<file path="src/rtl/pse_pkg.sv">
// Shared constants, status codes and decode helpers for the postfix stack evaluator.
package pse_pkg;

  localparam int DATA_W      = 32;
  localparam int STACK_DEPTH = 16;
  localparam int ADDR_W      = $clog2(STACK_DEPTH);
  localparam int CNT_W       = $clog2(STACK_DEPTH + 1);
  localparam int DIV_CNT_W   = $clog2(DATA_W);
  localparam int SYM_W       = 8;
  localparam int STATUS_W    = 3;

  localparam logic [STATUS_W-1:0] ST_OK      = 3'd0;
  localparam logic [STATUS_W-1:0] ST_UNDER   = 3'd1;
  localparam logic [STATUS_W-1:0] ST_DIVZERO = 3'd2;
  localparam logic [STATUS_W-1:0] ST_OVER    = 3'd3;
  localparam logic [STATUS_W-1:0] ST_BAD     = 3'd4;

  localparam logic [SYM_W-1:0] CH_ZERO   = 8'd48;
  localparam logic [SYM_W-1:0] DIGIT_MAX = 8'd9;
  localparam logic [SYM_W-1:0] OP_ADD    = 8'h2B;
  localparam logic [SYM_W-1:0] OP_SUB    = 8'h2D;
  localparam logic [SYM_W-1:0] OP_MUL    = 8'h2A;
  localparam logic [SYM_W-1:0] OP_DIV    = 8'h2F;
  localparam logic [SYM_W-1:0] OP_MOD    = 8'h25;

  function automatic logic is_digit(input logic [SYM_W-1:0] sym);
    logic [SYM_W-1:0] off;
    off = sym - CH_ZERO;
    return (sym >= CH_ZERO) && (off <= DIGIT_MAX);
  endfunction

  function automatic logic is_oper(input logic [SYM_W-1:0] sym);
    return (sym == OP_ADD) || (sym == OP_SUB) || (sym == OP_MUL) ||
           (sym == OP_DIV) || (sym == OP_MOD);
  endfunction

  // First error of an expression wins.
  function automatic logic [STATUS_W-1:0] sticky(input logic [STATUS_W-1:0] cur,
                                                 input logic [STATUS_W-1:0] code);
    return (cur == ST_OK) ? code : cur;
  endfunction

endpackage

</file>
<file path="src/rtl/pse_stack_mem.sv">
// Operand stack storage: one write port, one read port, registered read data.
module pse_stack_mem (
  input  logic                        clk,
  input  logic                        we,
  input  logic [pse_pkg::ADDR_W-1:0]  waddr,
  input  logic [pse_pkg::DATA_W-1:0]  wdata,
  input  logic                        re,
  input  logic [pse_pkg::ADDR_W-1:0]  raddr,
  output logic [pse_pkg::DATA_W-1:0]  rdata
);

  logic [pse_pkg::DATA_W-1:0] mem_r [pse_pkg::STACK_DEPTH];
  logic [pse_pkg::DATA_W-1:0] rdata_r;

  always_ff @(posedge clk) begin
    if (we) begin
      mem_r[waddr] <= wdata;
    end
  end

  always_ff @(posedge clk) begin
    if (re) begin
      rdata_r <= mem_r[raddr];
    end
  end

  assign rdata = rdata_r;

endmodule

</file>
<file path="config.mk">
export PLATFORM = sky130hd
export DESIGN_NAME = pse_stack_mem
export DESIGN_NICKNAME = d
export VERILOG_FILES = /design/src/rtl/pse_pkg.sv /design/src/rtl/pse_stack_mem.sv
export SDC_FILE = /design/constraint.sdc
export NUM_CORES = 1
export LEC_CHECK = 0
export ABC_AREA = 1
export BUFFER_PORTS_ARGS = -buffer_cell sky130_fd_sc_hd__buf_4
export CAP_MARGIN = 40
export CORE_MARGIN = 5
export CORE_UTILIZATION = 52
export CTS_CLUSTER_SIZE = 10
export DETAILED_ROUTE_END_ITERATION = 16
export PLACE_DENSITY = 0.69
export SYNTH_ARGS = -nofsm -noshare
export SYNTH_HDL_FRONTEND = slang
export SYNTH_SLANG_ARGS = --single-unit
</file>
<file path="constraint.sdc">
create_clock -name clk -period 2.6 [get_ports clk]
set_input_delay 0 -clock clk [delete_from_list [all_inputs] [get_ports clk]]
set_output_delay 0 -clock clk [all_outputs]
set_load 0.005 [all_outputs]
</file>
==> results.cfg <==
[min_path]
whs_path_depth = 3
hp-class = in2reg

[critical_path]
end_kind = register
path_class = in2reg
worstRegToRegCells = 6
cp_max_fo = 44
cp-start-kind = primary input
crit_required_ns = 2.95
r2r_setup_slack_ns = 1.40
arrival_ns = 1.90

[sta]
maxSlewHeadroom = 0.462
finalHoldViolCount = 0
fin_worst_skew_ns = 0.0172
finalMaxSlewViolations = 0
setup_viol = 0
rsz0062_at_grt = false
fmax_mhz = 647
final.min_clock_period_ns = 1.55
fin_crit_sh = 0.594
tns_ns = 0
worst_slew_pin_slew_ns = 0.805

[global_route]
grt_first_pass_wirelength_um = 82300
grt_max_degree = 129
overflow = 0
antenna_found_initial = 1
grtUsageTotal = 0.220
grt_pass1_vias = 14570

[drt]
ant_nets = 0
vias_per_cell = 5.24
drt_drc_violations_left = 0
routed_wl_um = 53200
drt_iter0_markers = 1636
drt-pass1-iter-count = 7
wire_per_inst_um = 18.9
vias = 14773

[yosys]
yosysSeqAreaShare = 0.709
synth_seq_cells = 544
syn-cell-area_um2 = 23100
ys_top_cells_by_area = edfxtp_1 71%, nand2_1 11%, nand3_1 8.4%
synth_top_area_share = 0.709
ys_warn_count = 0
syn_avg_cell_area_um2 = 10.9
ys_types = 14
syn_nets = 2163
synthCells = 2120
yosys.area.top_type = edfxtp_1

[clock_tree]
cts_tree = done
cts_made_buffers = 60
cts.sinks = 544
clk_path_buf_depth = 3
clk_latency_ns = 0.61
path_clk_slew_ns = 0.05
root_buffer = clkbuf_16
htreeDepth = 2

[finish]
drive_above_1_share = 0.0880
syn2layout_area_growth_pct = 13.3
multiInputGateArea_um2 = 4670
fin_util = 0.593
seqCellArea_um2 = 16300
final_cells = 2821
num-fill-cells = 3518
nets = 2268

[power]
total_power_mw = 18.3
p_leak_nw = 11.0
max-vdd-ir-drop_mv = 0.546
power_density_nw_per_um2 = 701

[floorplanning]
initial_utilization = 0.524
dieArea_um2 = 48600
dieHeight_um = 221
core_area_um2 = 44000
ios = 75
fp-row-count = 77
die_x_um = 221

[place]
dp_hpwl_um = 28300
io_buffers = 74
dp_cells = 2721
place.gp.congestion = 0.798

[job]
maxCapViolations = 0

[run_status]
outcome = finished clean
[worst paths after layout]
check / start / end
worst max register to register: mem_r[7][5] / rdata[5]
worst max-delay path: raddr[2] / rdata[25]
worst min-delay path: raddr[3] / rdata[6]
worst min register to register: mem_r[11][30] / rdata[30]
[state kept, by name, summed over array words and instances (netlist names)]
register,count
mem_r,512
rdata,32
[report_power, final]
part | internal (mW) | switching (mW) | total [mW] | leakage, nW
sequential | 9.89 | 0.0587 | 9.95 | 4.94
combinational | 0.383 | 0.810 | 1.19 | 5.31
clock | 4.13 | 3.04 | 7.17 | 0.767
total | 14.4 | 3.91 | 18.3 | 11.0
[cell type report]
cell class | instances | share of cell area
Sequential cell | 544 | 0.625
Multi-Input combinational cell | 1081 | 0.179
Timing Repair Buffer | 148 | 0.0513
Inverter | 390 | 0.0563
Antenna cell | 1 | 0.0000958
Clock inverter | 3 | 0.00211
Clock buffer | 62 | 0.0578
Tap cell | 592 | 0.0284
[cell usage after synthesis, drive strengths merged]
cell / number
buf: 91
clkbuf: 14
edfxtp: 544
inv: 390
nand2: 677
nand3: 385
nand3b: 2
nor2: 17
[worst max-delay path, stage by stage]
cell	delay (ns)
dlygate4sd3_1	0.53
buf_4	0.26
inv_2	0.42
buf_12	0.32
nand3_1	0.15
nand3_1	0.10
nand2_1	0.06
[timing repair]
action,CTS,global route
buffers inserted,0,0
hold buffers,34,0
gates resized for setup,0,0
endpoints found under the hold margin,548,0
[layer usage]
layer | share of wire | track usage
met4 | 0.023 | 0.0643
met5 | 0 | 0
met1 | 0.42 | 0.309
met3 | 0.078 | 0.0402
met2 | 0.48 | 0.359
[layout by cell type (no fill, tap or decap)]
master         count
clkbuf_16         60
clkbuf_8           1
nand3_1          385
diode_2            1
nand3b_1           2
dlygate4sd3_1     34
inv_2              1
nor2_1             1
inv_4              1
clkbuf_1           2
inv_6              2
bufinv_16          1
buf_12            11
buf_4            102
inv_1            386
clkinv_8           1
nand2_1          677
clkinv_1           1
nor2_4            16
edfxtp_1         544
[through the flow]
step | hold slack, ns | setup slack [ns] | cell area, µm²
after floorplan | 0.0989 | 0.607 | 23100
after global placement | 0.297 | 0.771 | 24200
after detailed placement | 0.300 | 0.728 | 24200
after CTS | 0.0354 | 1.10 | 26100
after global routing | 0.0682 | 0.968 | 26100
final | 0.0719 | 1.05 | 26100
[logic make-up (layout without fill, tap and decap cells)]
family	count (synthesis)	count (layout)	share of synthesized area
simple gates	1081	1081	0.197
buf+inv	495	603	0.0941
flops	544	544	0.709
other cells	0	1	0
Power figures use the tool's default switching activity.
