File: src/rtl/pse_pkg.sv
// Shared constants, status codes and decode helpers for the postfix stack evaluator.
package pse_pkg;

  localparam int DATA_W      = 32;
  localparam int STACK_DEPTH = 16;
  localparam int ADDR_W      = $clog2(STACK_DEPTH);
  localparam int CNT_W       = $clog2(STACK_DEPTH + 1);
  localparam int DIV_CNT_W   = $clog2(DATA_W);
  localparam int SYM_W       = 8;
  localparam int STATUS_W    = 3;

  localparam logic [STATUS_W-1:0] ST_OK      = 3'd0;
  localparam logic [STATUS_W-1:0] ST_UNDER   = 3'd1;
  localparam logic [STATUS_W-1:0] ST_DIVZERO = 3'd2;
  localparam logic [STATUS_W-1:0] ST_OVER    = 3'd3;
  localparam logic [STATUS_W-1:0] ST_BAD     = 3'd4;

  localparam logic [SYM_W-1:0] CH_ZERO   = 8'd48;
  localparam logic [SYM_W-1:0] DIGIT_MAX = 8'd9;
  localparam logic [SYM_W-1:0] OP_ADD    = 8'h2B;
  localparam logic [SYM_W-1:0] OP_SUB    = 8'h2D;
  localparam logic [SYM_W-1:0] OP_MUL    = 8'h2A;
  localparam logic [SYM_W-1:0] OP_DIV    = 8'h2F;
  localparam logic [SYM_W-1:0] OP_MOD    = 8'h25;

  function automatic logic is_digit(input logic [SYM_W-1:0] sym);
    logic [SYM_W-1:0] off;
    off = sym - CH_ZERO;
    return (sym >= CH_ZERO) && (off <= DIGIT_MAX);
  endfunction

  function automatic logic is_oper(input logic [SYM_W-1:0] sym);
    return (sym == OP_ADD) || (sym == OP_SUB) || (sym == OP_MUL) ||
           (sym == OP_DIV) || (sym == OP_MOD);
  endfunction

  // First error of an expression wins.
  function automatic logic [STATUS_W-1:0] sticky(input logic [STATUS_W-1:0] cur,
                                                 input logic [STATUS_W-1:0] code);
    return (cur == ST_OK) ? code : cur;
  endfunction

endpackage

File: src/rtl/pse_divider.sv
// Restoring unsigned divider, one quotient bit per cycle.
module pse_divider (
  input  logic                        clk,
  input  logic                        rst_n,
  input  logic                        start,
  input  logic [pse_pkg::DATA_W-1:0]  dividend,
  input  logic [pse_pkg::DATA_W-1:0]  divisor,
  output logic                        done,
  output logic [pse_pkg::DATA_W-1:0]  quotient,
  output logic [pse_pkg::DATA_W-1:0]  remainder
);

  localparam int DW = pse_pkg::DATA_W;

  logic                          busy_r;
  logic                          done_r;
  logic [pse_pkg::DIV_CNT_W-1:0] cnt_r;
  logic [DW-1:0]                 quo_r;
  logic [DW-1:0]                 rem_r;
  logic [DW-1:0]                 dvs_r;
  logic [DW:0]                   shifted;
  logic [DW:0]                   diff;
  logic                          fits;

  assign shifted = {rem_r, quo_r[DW-1]};
  assign fits    = shifted >= {1'b0, dvs_r};
  assign diff    = shifted - {1'b0, dvs_r};

  always_ff @(posedge clk) begin
    if (!rst_n) begin
      busy_r <= 1'b0;
      done_r <= 1'b0;
      cnt_r  <= '0;
    end else begin
      done_r <= 1'b0;
      if (start) begin
        busy_r <= 1'b1;
        cnt_r  <= '0;
      end else if (busy_r) begin
        cnt_r <= cnt_r + 1'b1;
        if (cnt_r == pse_pkg::DIV_CNT_W'(DW - 1)) begin
          busy_r <= 1'b0;
          done_r <= 1'b1;
        end
      end
    end
  end

  // partial remainder stays below the divisor, so DW bits hold it
  always_ff @(posedge clk) begin
    if (start) begin
      quo_r <= dividend;
      rem_r <= '0;
      dvs_r <= divisor;
    end else if (busy_r) begin
      rem_r <= fits ? diff[DW-1:0] : shifted[DW-1:0];
      quo_r <= {quo_r[DW-2:0], fits};
    end
  end

  assign done      = done_r;
  assign quotient  = quo_r;
  assign remainder = rem_r;

endmodule

File: config.mk
export PLATFORM = sky130hd
export DESIGN_NAME = pse_divider
export DESIGN_NICKNAME = d
export VERILOG_FILES = /design/src/rtl/pse_pkg.sv /design/src/rtl/pse_divider.sv
export SDC_FILE = /design/constraint.sdc
export NUM_CORES = 1
export LEC_CHECK = 0
export BUFFER_PORTS_ARGS = -buffer_cell sky130_fd_sc_hd__buf_2
export CORE_ASPECT_RATIO = 0.8
export CORE_MARGIN = 3
export CORE_UTILIZATION = 50
export CTS_CLUSTER_DIAMETER = 120
export DETAILED_ROUTE_END_ITERATION = 8
export GPL_TIMING_DRIVEN = 0
export HOLD_SLACK_MARGIN = 0.1
export PLACE_DENSITY = 0.76
export SYNTH_ARGS = -nofsm -noshare
export SYNTH_HDL_FRONTEND = slang
export SYNTH_SLANG_ARGS = --single-unit
File: constraint.sdc
create_clock -name clk -period 2.7 [get_ports clk]
set_clock_uncertainty 0.1 [all_clocks]
set_input_delay 0.675 -clock clk [delete_from_list [all_inputs] [get_ports clk]]
set_output_delay 0.675 -clock clk [all_outputs]
set_load 0.05 [all_outputs]
==> metrics, run 1 <==
Tightest Pin Transition=0.7589 ns; worst path cell trace=inv_2 -> ha_4 -> a21o_1 -> a21oi_2 -> a21boi_4 -> o311ai_4 -> a31o_4 -> o2bb2ai_4 -> o211ai_4 -> buf_8 -> buf_12 -> mux2_2; Filler cells=853; syn_nets=677; Placement Setup Slack=-1.396 ns; Post-synth top flop=edfxtp_1; status=finished, violations left; worst hold path type=reg2reg; Max Freq=0.3417 GHz; distinct cell type count of the synthesized netlist=57; Tmin final=2.926 ns; Final Hold Viols=0; CP delay by family, top=compound AO/OA/AOI/OAI gates; Iteration-0 DRC Markers=470; synth warn=0; met2 usage=0.3792; largest net degree at the start of global routing=36; DRT antenna net count=0; Cell Pwr Density=612.9 nW/um^2; top cells by area, synth=edfxtp_1, dfxtp_1, ha_1; post-synthesis instance total=575; Hold WS=0.3727 ns; top cell type's share of synthesized area=0.3218; DRC=0; Post-Syn Area per Cell=10.39 um^2; share of layout cells above drive strength 1=0.4005; Post-synth EDFFs=64; post-synthesis sequential area ratio=0.4525; clk sinks=103; reg-to-reg setup timing slack=-0.23 ns; fin cells=902; ys async rst share=0; Placer Congestion=0.9124; die width=128.2 um; H-Tree Depth=3; global route hottest layer=met2; area occupied by registers=2738 um^2; vias in the first global route=5255; #FFs+latches synth=103; core area=11600 um^2; chip height=103.8 um; met1 Usage GRT=0.3303; RSZ-0062 raised after global routing=yes; Bufs and invs on worst path=3; CTS buffer count=9; post-layout util=0.6808; CTS Buffer Depth=2; global-route usage over all layers=0.2455; Worst-path clk slew=0.08 ns; CTS tree=yes; per-cell routed wire length=18.56 um; top-level port count=132; clock latency on the worst-skew pair=0.36 ns; worst rel slew slack=0.4941; n_diodes=0; Starting Density=0.5146; Hold-fix buffers, CTS=0; HPWL Detailed=11430 um; CP max stage delay=0.38 ns; row count=35; CP max stage cell=edfxtp_1; fin crit share=1.084; dpl cell area=6935 um^2; max-cap check violation count=0; Port Buffers=131; Worst Slack Setup Final=-0.2263 ns; M3 GR Usage=0.06753; DRT Pass-1 Iters=5; most common cell after layout, fill and taps aside=buf_2; first-pass GRT wire length=26260 um; worst path arrival time=2.95 ns; dpl cells=854; Die Area=13300 um^2; Final Max Slew Viols=0; Critical Path RT=2.72 ns; crit path kind=reg2reg; LEAKAGE=3.383 nW; Multi-input gate area=3328 um^2; Total Wirelength=16740 um; final design area excluding fillers=7900 um^2; antenna violations before repair=0; fin nets=851; number of setup violations in the final report=33; type of origin of the critical path=register; DR vias=5169; cell area after synthesis=5972 um^2; Area Overhead vs Synth=32.29%; failing checks=negative setup slack; Critical Path Sink Type=register; Peak VDD IR=0.3710 mV; area leader, netlist=edfxtp_1; most frequent cells in the layout=buf_2, edfxtp_1, nor2_1; gr ovfl total=0; root buf cell=clkbuf_16; Worst Path Max Fanout=6; drt via density=5.731
[path summary, 6_finish.rpt]
| check | from | to | cells after the start |
|---|---|---|---|
| worst max-delay path | dvs_r[3] | quotient[0] | 12 |
| worst min-delay path | remainder[23] | remainder[23] | 2 |
| worst max register to register | dvs_r[3] | quotient[0] | 12 |
| worst min register to register | remainder[23] | remainder[23] | 2 |
[power by group]
part	switching (W)	total [W]	internal [W]
sequential	0.0000855	0.00190	0.00182
clock	0.000679	0.00143	0.000754
combinational	0.000936	0.00151	0.000571
[state kept, by name (all words and copies together), names as in the netlist]
name,cells
dvs_r,32
busy_r,1
cnt_r,5
quotient,32
done,1
remainder,32
[cell type report]
cell class	instances	share of cell area
clock buffers	9	0.02851
inverters	44	0.02138
well taps	148	0.02344
plain buffers	25	0.01964
flip-flops and latches	103	0.3465
multi-input cells	398	0.4213
repair inverters	1	0.0009503
clock inverters	7	0.01283
repair buffers	167	0.1254
[cells by family (layout without fill, tap and decap cells)]
logic type | Yosys count | after routing | share of synthesized area
flops | 103 | 103 | 0.4525
fa+ha+maj | 35 | 35 | 0.07459
compound gates | 141 | 141 | 0.1664
buf+inv | 74 | 253 | 0.05279
simple gates | 131 | 131 | 0.1008
mux | 60 | 60 | 0.1075
xor+xnor | 31 | 31 | 0.04546
[metrics by stage]
stage	power [W]	setup TNS (ns)
after global placement	0.003173	-61.43
after detailed placement	0.003208	-68.05
after global routing	0.005036	-8.264
after CTS	0.004730	-3.998
final	0.004842	-4.465
after floorplan	0.002882	-1.280
[Yosys cell counts (4+ instances only)]
| library cell | count |
|---|---|
| a31oi_1 | 10 |
| xnor2_1 | 16 |
| a21o_1 | 15 |
| nand2b_1 | 5 |
| o211ai_1 | 6 |
| ha_1 | 34 |
| edfxtp_1 | 64 |
| o21ai_0 | 18 |
| mux2i_1 | 27 |
| nor2b_1 | 4 |
| nand3_1 | 11 |
| dfxtp_1 | 39 |
| clkbuf_1 | 23 |
| mux2_2 | 33 |
| nor2_1 | 42 |
| o21ai_1 | 7 |
| xor2_1 | 15 |
| a21oi_1 | 29 |
| and3_1 | 5 |
| nor3_1 | 6 |
| inv_1 | 44 |
| nand2_1 | 41 |
| o21bai_1 | 5 |
| a211oi_1 | 20 |
| o21a_1 | 6 |
| nand4_1 | 7 |
[worst register-to-register path, stage by stage, from the launching register on]
cell and delay, ns:
edfxtp_1 0.38, inv_2 0.08, ha_4 0.22, a21o_1 0.17, a21oi_2 0.21, a21boi_4 0.10
o311ai_4 0.33, a31o_4 0.23, o2bb2ai_4 0.15, o211ai_4 0.13, buf_8 0.19, buf_12 0.14
mux2_2 0.25
[metal layers]
metal	part of all wire	vias to the layer above
li1	-	2448
met1	0.43	2454
met2	0.47	229
met3	0.082	38
met4	0.021	0
met5	0	-
[what timing repair did]
action / in CTS / in global routing
gates cloned: 1 / 2
pin swaps: 20 / 19
gates resized for setup: 35 / 34
setup endpoints to repair: 95 / 64
buffers inserted: 21 / 13
Note: power is estimated with default switching activity, not from simulation.
==> run 2: changes to the inputs <==
ABC_AREA = 1   (was not set)
ABC_CLOCK_PERIOD_IN_PS = 2700   (was not set)
CORE_UTILIZATION = 51   (was 50)
==> metrics, run 2 <==
status=finished, final reports clean; Area Overhead vs Synth=17.03%; global-route usage over all layers=0.2525; Filler cells=1228; DRT Pass-1 Iters=5; Die Area=14890 um^2; Tmin final=2.503 ns; number of setup violations in the final report=0; ys async rst share=0; clock latency on the worst-skew pair=0.36 ns; gr ovfl total=0; distinct cell type count of the synthesized netlist=38; most common cell after layout, fill and taps aside=nand2_1; Post-CTS Setup Inserts=0; Port Buffers=131; worst path cell trace=clkbuf_4 -> clkbuf_1 -> nor2_1 -> clkbuf_1 -> nand3_1 -> o21ai_1; CP max stage cell=clkbuf_1; Final Max Slew Viols=0; dpl cells=1296; synth warn=0; Starting Density=0.5276; commonest cells in the netlist=nand2_1, inv_1, nand3_1; most frequent cells in the layout=nand2_1, inv_1, buf_2; Iteration-0 DRC Markers=593; Design Power=0.003738 W; CTS Buffer Depth=2; top cell type's share of synthesized area=0.2800; RSZ-0062 raised after global routing=no; LEAKAGE=4.489 nW; Tightest Pin Transition=0.7632 ns; share of layout cells above drive strength 1=0.1680; Peak VDD IR=0.2960 mV; crit path kind=in2reg; type of origin of the critical path=primary input; area leader, netlist=edfxtp_1; post-synthesis instance total=990; fin cells=1312; die width=135.7 um; root buf cell=clkbuf_16; first-pass GRT wire length=29170 um; #FFs+latches synth=103; Worst-path clk slew=0.07 ns; HPWL Detailed=14760 um; row count=37; core area=13010 um^2; antenna violations before repair=0; worst rel slew slack=0.4912; CP max stage delay=0.54 ns; Cell Pwr Density=465.5 nW/um^2; Critical Path RT=2.88 ns; Critical Path Sink Type=register; Hold-fix buffers, CTS=0; post-synthesis sequential area ratio=0.3938; max-cap check violation count=0; CTS buffer count=9; DR vias=6472; per-cell routed wire length=14.09 um; reg-to-reg setup timing slack=0.21 ns; clk sinks=103; fin nets=1234; vias in the first global route=5810; top-level port count=132; worst hold path type=reg2reg; n_diodes=0; H-Tree Depth=3; top-count cell post-synth=nand2_1; DRT antenna net count=0; fin crit share=0.9271; Total Wirelength=18490 um; Worst Path Max Fanout=33; Post-Syn Area per Cell=6.932 um^2; Placement Setup Slack=-0.6481 ns; area occupied by registers=2703 um^2; worst path arrival time=2.68 ns; Final Hold Viols=0; Max Freq=0.3995 GHz; Post-synth EDFFs=64; Multi-input gate area=3337 um^2; cell area after synthesis=6863 um^2; chip height=109.8 um; Worst Slack Setup Final=0.1969 ns; syn_nets=1092; Placer Congestion=0.9789; DRC=0; CTS tree=yes; Post-synth top flop=edfxtp_1; Hold WS=0.3715 ns; largest net degree at the start of global routing=42; Final TNS setup=0 ns; drt via density=4.933; most frequent CP cell=clkbuf_1; top cells by area, synth=edfxtp_1, nand2_1, dfxtp_1
## run 2: cell types whose count changed after synthesis, moves of 11 or more
cell      change
nand3b_1     +14
nand2_1     +365
inv_1       +127
xor2_1       -14
o21ai_0      -14
a211oi_1     -19
mux2_2       -33
nand3_1      +69
clkbuf_1     -11
mux2i_1      -27
a21o_1       -15
## run 2: what timing repair did
action,in CTS,in global routing
hold endpoints to repair,0,0
gates resized for setup,1,5
setup endpoints to repair,41,66
## run 2: through the flow
step,area [um^2],utilization
CTS,8024,0.6168
finish,8031,0.6174
detailed placement,7739,0.5949
global placement,7739,0.5949
global route,8031,0.6174
floorplan,6864,-
## run 2: where the power goes
part / switching (W) / total, W / internal [W]
Clock: 0.000601 / 0.00126 / 0.000662
Combinational: 0.000475 / 0.000654 / 0.000179
Sequential: 0.0000418 / 0.00182 / 0.00178
## run 2: worst max-delay path: cells and delay by family
family | cells | cell delay (ns)
buf+inv | 3 | 1.16
simple gates | 2 | 0.69
compound gates | 1 | 0.13
## run 2: layout make-up
| class | count | area share |
|---|---|---|
| Multi-Input combinational cell | 679 | 0.4155 |
| Timing Repair Buffer | 131 | 0.08194 |
| Sequential cell | 103 | 0.3365 |
| Tap cell | 175 | 0.02726 |
| Inverter | 186 | 0.08693 |
| Buffer | 22 | 0.01667 |
| Clock buffer | 11 | 0.03022 |
| Clock inverter | 5 | 0.004985 |
## run 2: metal layers
| metal | up-vias | part of all wire | GRT usage |
|---|---|---|---|
| li1 | 3354 | - | - |
| met1 | 2924 | 0.50 | 0.3822 |
| met2 | 184 | 0.43 | 0.3800 |
| met3 | 10 | 0.062 | 0.04666 |
| met4 | 0 | 0.0078 | 0.04676 |
| met5 | - | 0 | 0 |
## run 2: worst paths after layout
check	startpoint	to	cells after the start
max	start	remainder[5]	6
min reg2reg	cnt_r[4]	cnt_r[4]	2
max reg2reg	quotient[31]	remainder[30]	15
min	cnt_r[4]	cnt_r[4]	2
## run 2: kinds of logic after synthesis
group / Yosys count / synth area share
buf+inv: 208 / 0.1200
compound gates: 48 / 0.03756
fa+ha+maj: 35 / 0.06490
xor+xnor: 14 / 0.01787
simple gates: 582 / 0.3659
flops: 103 / 0.3938
==> run 3: changes to the inputs <==
GPL_ROUTABILITY_DRIVEN = 1   (was not set)
REMOVE_ABC_BUFFERS = 1   (was not set)
==> metrics, run 3 (synthesized netlist as in run 2, its figures left out) <==
top-level port count=132; Peak VDD IR=0.3276 mV; H-Tree Depth=3; Area Overhead vs Synth=18.01%; largest net degree at the start of global routing=68; Total Wirelength=18300 um; status=finished, final reports clean; Final Max Slew Viols=0; n_diodes=0; crit path kind=reg2reg; drt via density=4.907; Placer Congestion=0.9265; worst hold path type=in2reg; M3 GR Usage=0.04117; Critical Path RT=2.82 ns; global route hottest layer=met2; Max Freq=0.3983 GHz; Final Hold Viols=0; DRT Pass-1 Iters=5; die width=135.7 um; DRC=0; clock latency on the worst-skew pair=0.36 ns; DRT antenna net count=0; Port Buffers=131; most common cell after layout, fill and taps aside=nand2_1; global-route usage over all layers=0.2454; CTS buffer count=9; Iteration-0 DRC Markers=463; Starting Density=0.5276; fin nets=1224; Tightest Pin Transition=0.9041 ns; CTS Buffer Depth=2; Hold WS=0.3827 ns; RSZ-0062 raised after global routing=no; Worst Path Max Fanout=32; CTS tree=yes; gr ovfl total=0; root buf cell=clkbuf_16; HPWL Detailed=13480 um; per-cell routed wire length=14.06 um; most frequent cells in the layout=nand2_1, inv_1, buf_2; Die Area=14890 um^2; worst path arrival time=2.63 ns; number of setup violations in the final report=0; first-pass GRT wire length=29110 um; clk sinks=103; worst rel slew slack=0.3964; fin crit share=0.9300; type of origin of the critical path=register; met2 usage=0.3761; LEAKAGE=4.544 nW; Final TNS setup=0 ns; met1 Usage GRT=0.3638; Design Power=0.003781 W; antenna violations before repair=0; share of layout cells above drive strength 1=0.1766; max-cap check violation count=0; Cell Pwr Density=466.9 nW/um^2; row count=37; chip height=109.8 um; Critical Path Sink Type=register; core area=13010 um^2; Worst-path clk slew=0.08 ns; vias in the first global route=5933; post-layout util=0.6226; Tmin final=2.511 ns; DR vias=6389
==> run 3: what timing repair did <==
action                                  in CTS  in global routing
buffers inserted                             0                  8
pin swaps                                    0                  4
hold endpoints to repair                     0                  0
gates resized for setup                      4                  4
hold buffers                                 0                  0
gates cloned                                 0                  2
endpoints found under the setup margin      97                 32
==> run 3: layer usage <==
metal  wire length, um  vias to the layer above
met5                 0                        -
met4               233                        0
met3              1176                       17
met2              7548                      195
met1              9342                     2849
li1                  -                     3328
==> run 3: final cells by class <==
class	instances	area [um^2]
clock buffer	9	225.2
timing repair buffer	141	785.8
tap	175	219.0
clock inverter	7	72.57
inverter	186	699.4
multi-input combinational	681	3395
sequential	103	2703
fill	1242	4910
==> run 3: metrics by stage <==
| step | std cells | instance area, um^2 | setup WS, ns |
|---|---|---|---|
| 5_1_grt | 1302 | 8099 | 0.00002975 |
| 3_3_place_gp | 1274 | 7612 | -2.038 |
| 3_5_place_dp | 1276 | 7647 | -1.216 |
| 2_1_floorplan | 968 | 6738 | 0.005258 |
| 6_report | 1302 | 8099 | 0.1891 |
| 4_1_cts | 1292 | 7963 | 0.02102 |
==> run 3: path summary, 6_finish.rpt <==
kind | startpoint | endpoint | slack, ns | depth (start not counted)
max | dvs_r[19] | remainder[7] | 0.19 | 11
min | divisor[16] | dvs_r[16] | 0.38 | 1
max reg2reg | dvs_r[19] | remainder[7] | 0.19 | 11
min reg2reg | remainder[23] | remainder[23] | 0.39 | 2
==> run 3: report_power, final <==
group	total, W	internal, W	switching [W]
clock network	0.00131	0.000654	0.000656
registers	0.00182	0.00178	0.0000393
logic	0.000653	0.000180	0.000473
total	0.00378	0.00261	0.00117
==> run 3: worst max-delay path, cell delays in order (launching register included) <==
cell and delay [ns]:
edfxtp_1 0.33, inv_1 0.04, ha_1 0.40, nand2_2 0.16, nor2_4 0.18, nand2_1 0.14
nor4_4 0.36, nand2_4 0.16, nand2_8 0.22, nand2_1 0.08, nand3_1 0.08, o21ai_1 0.07
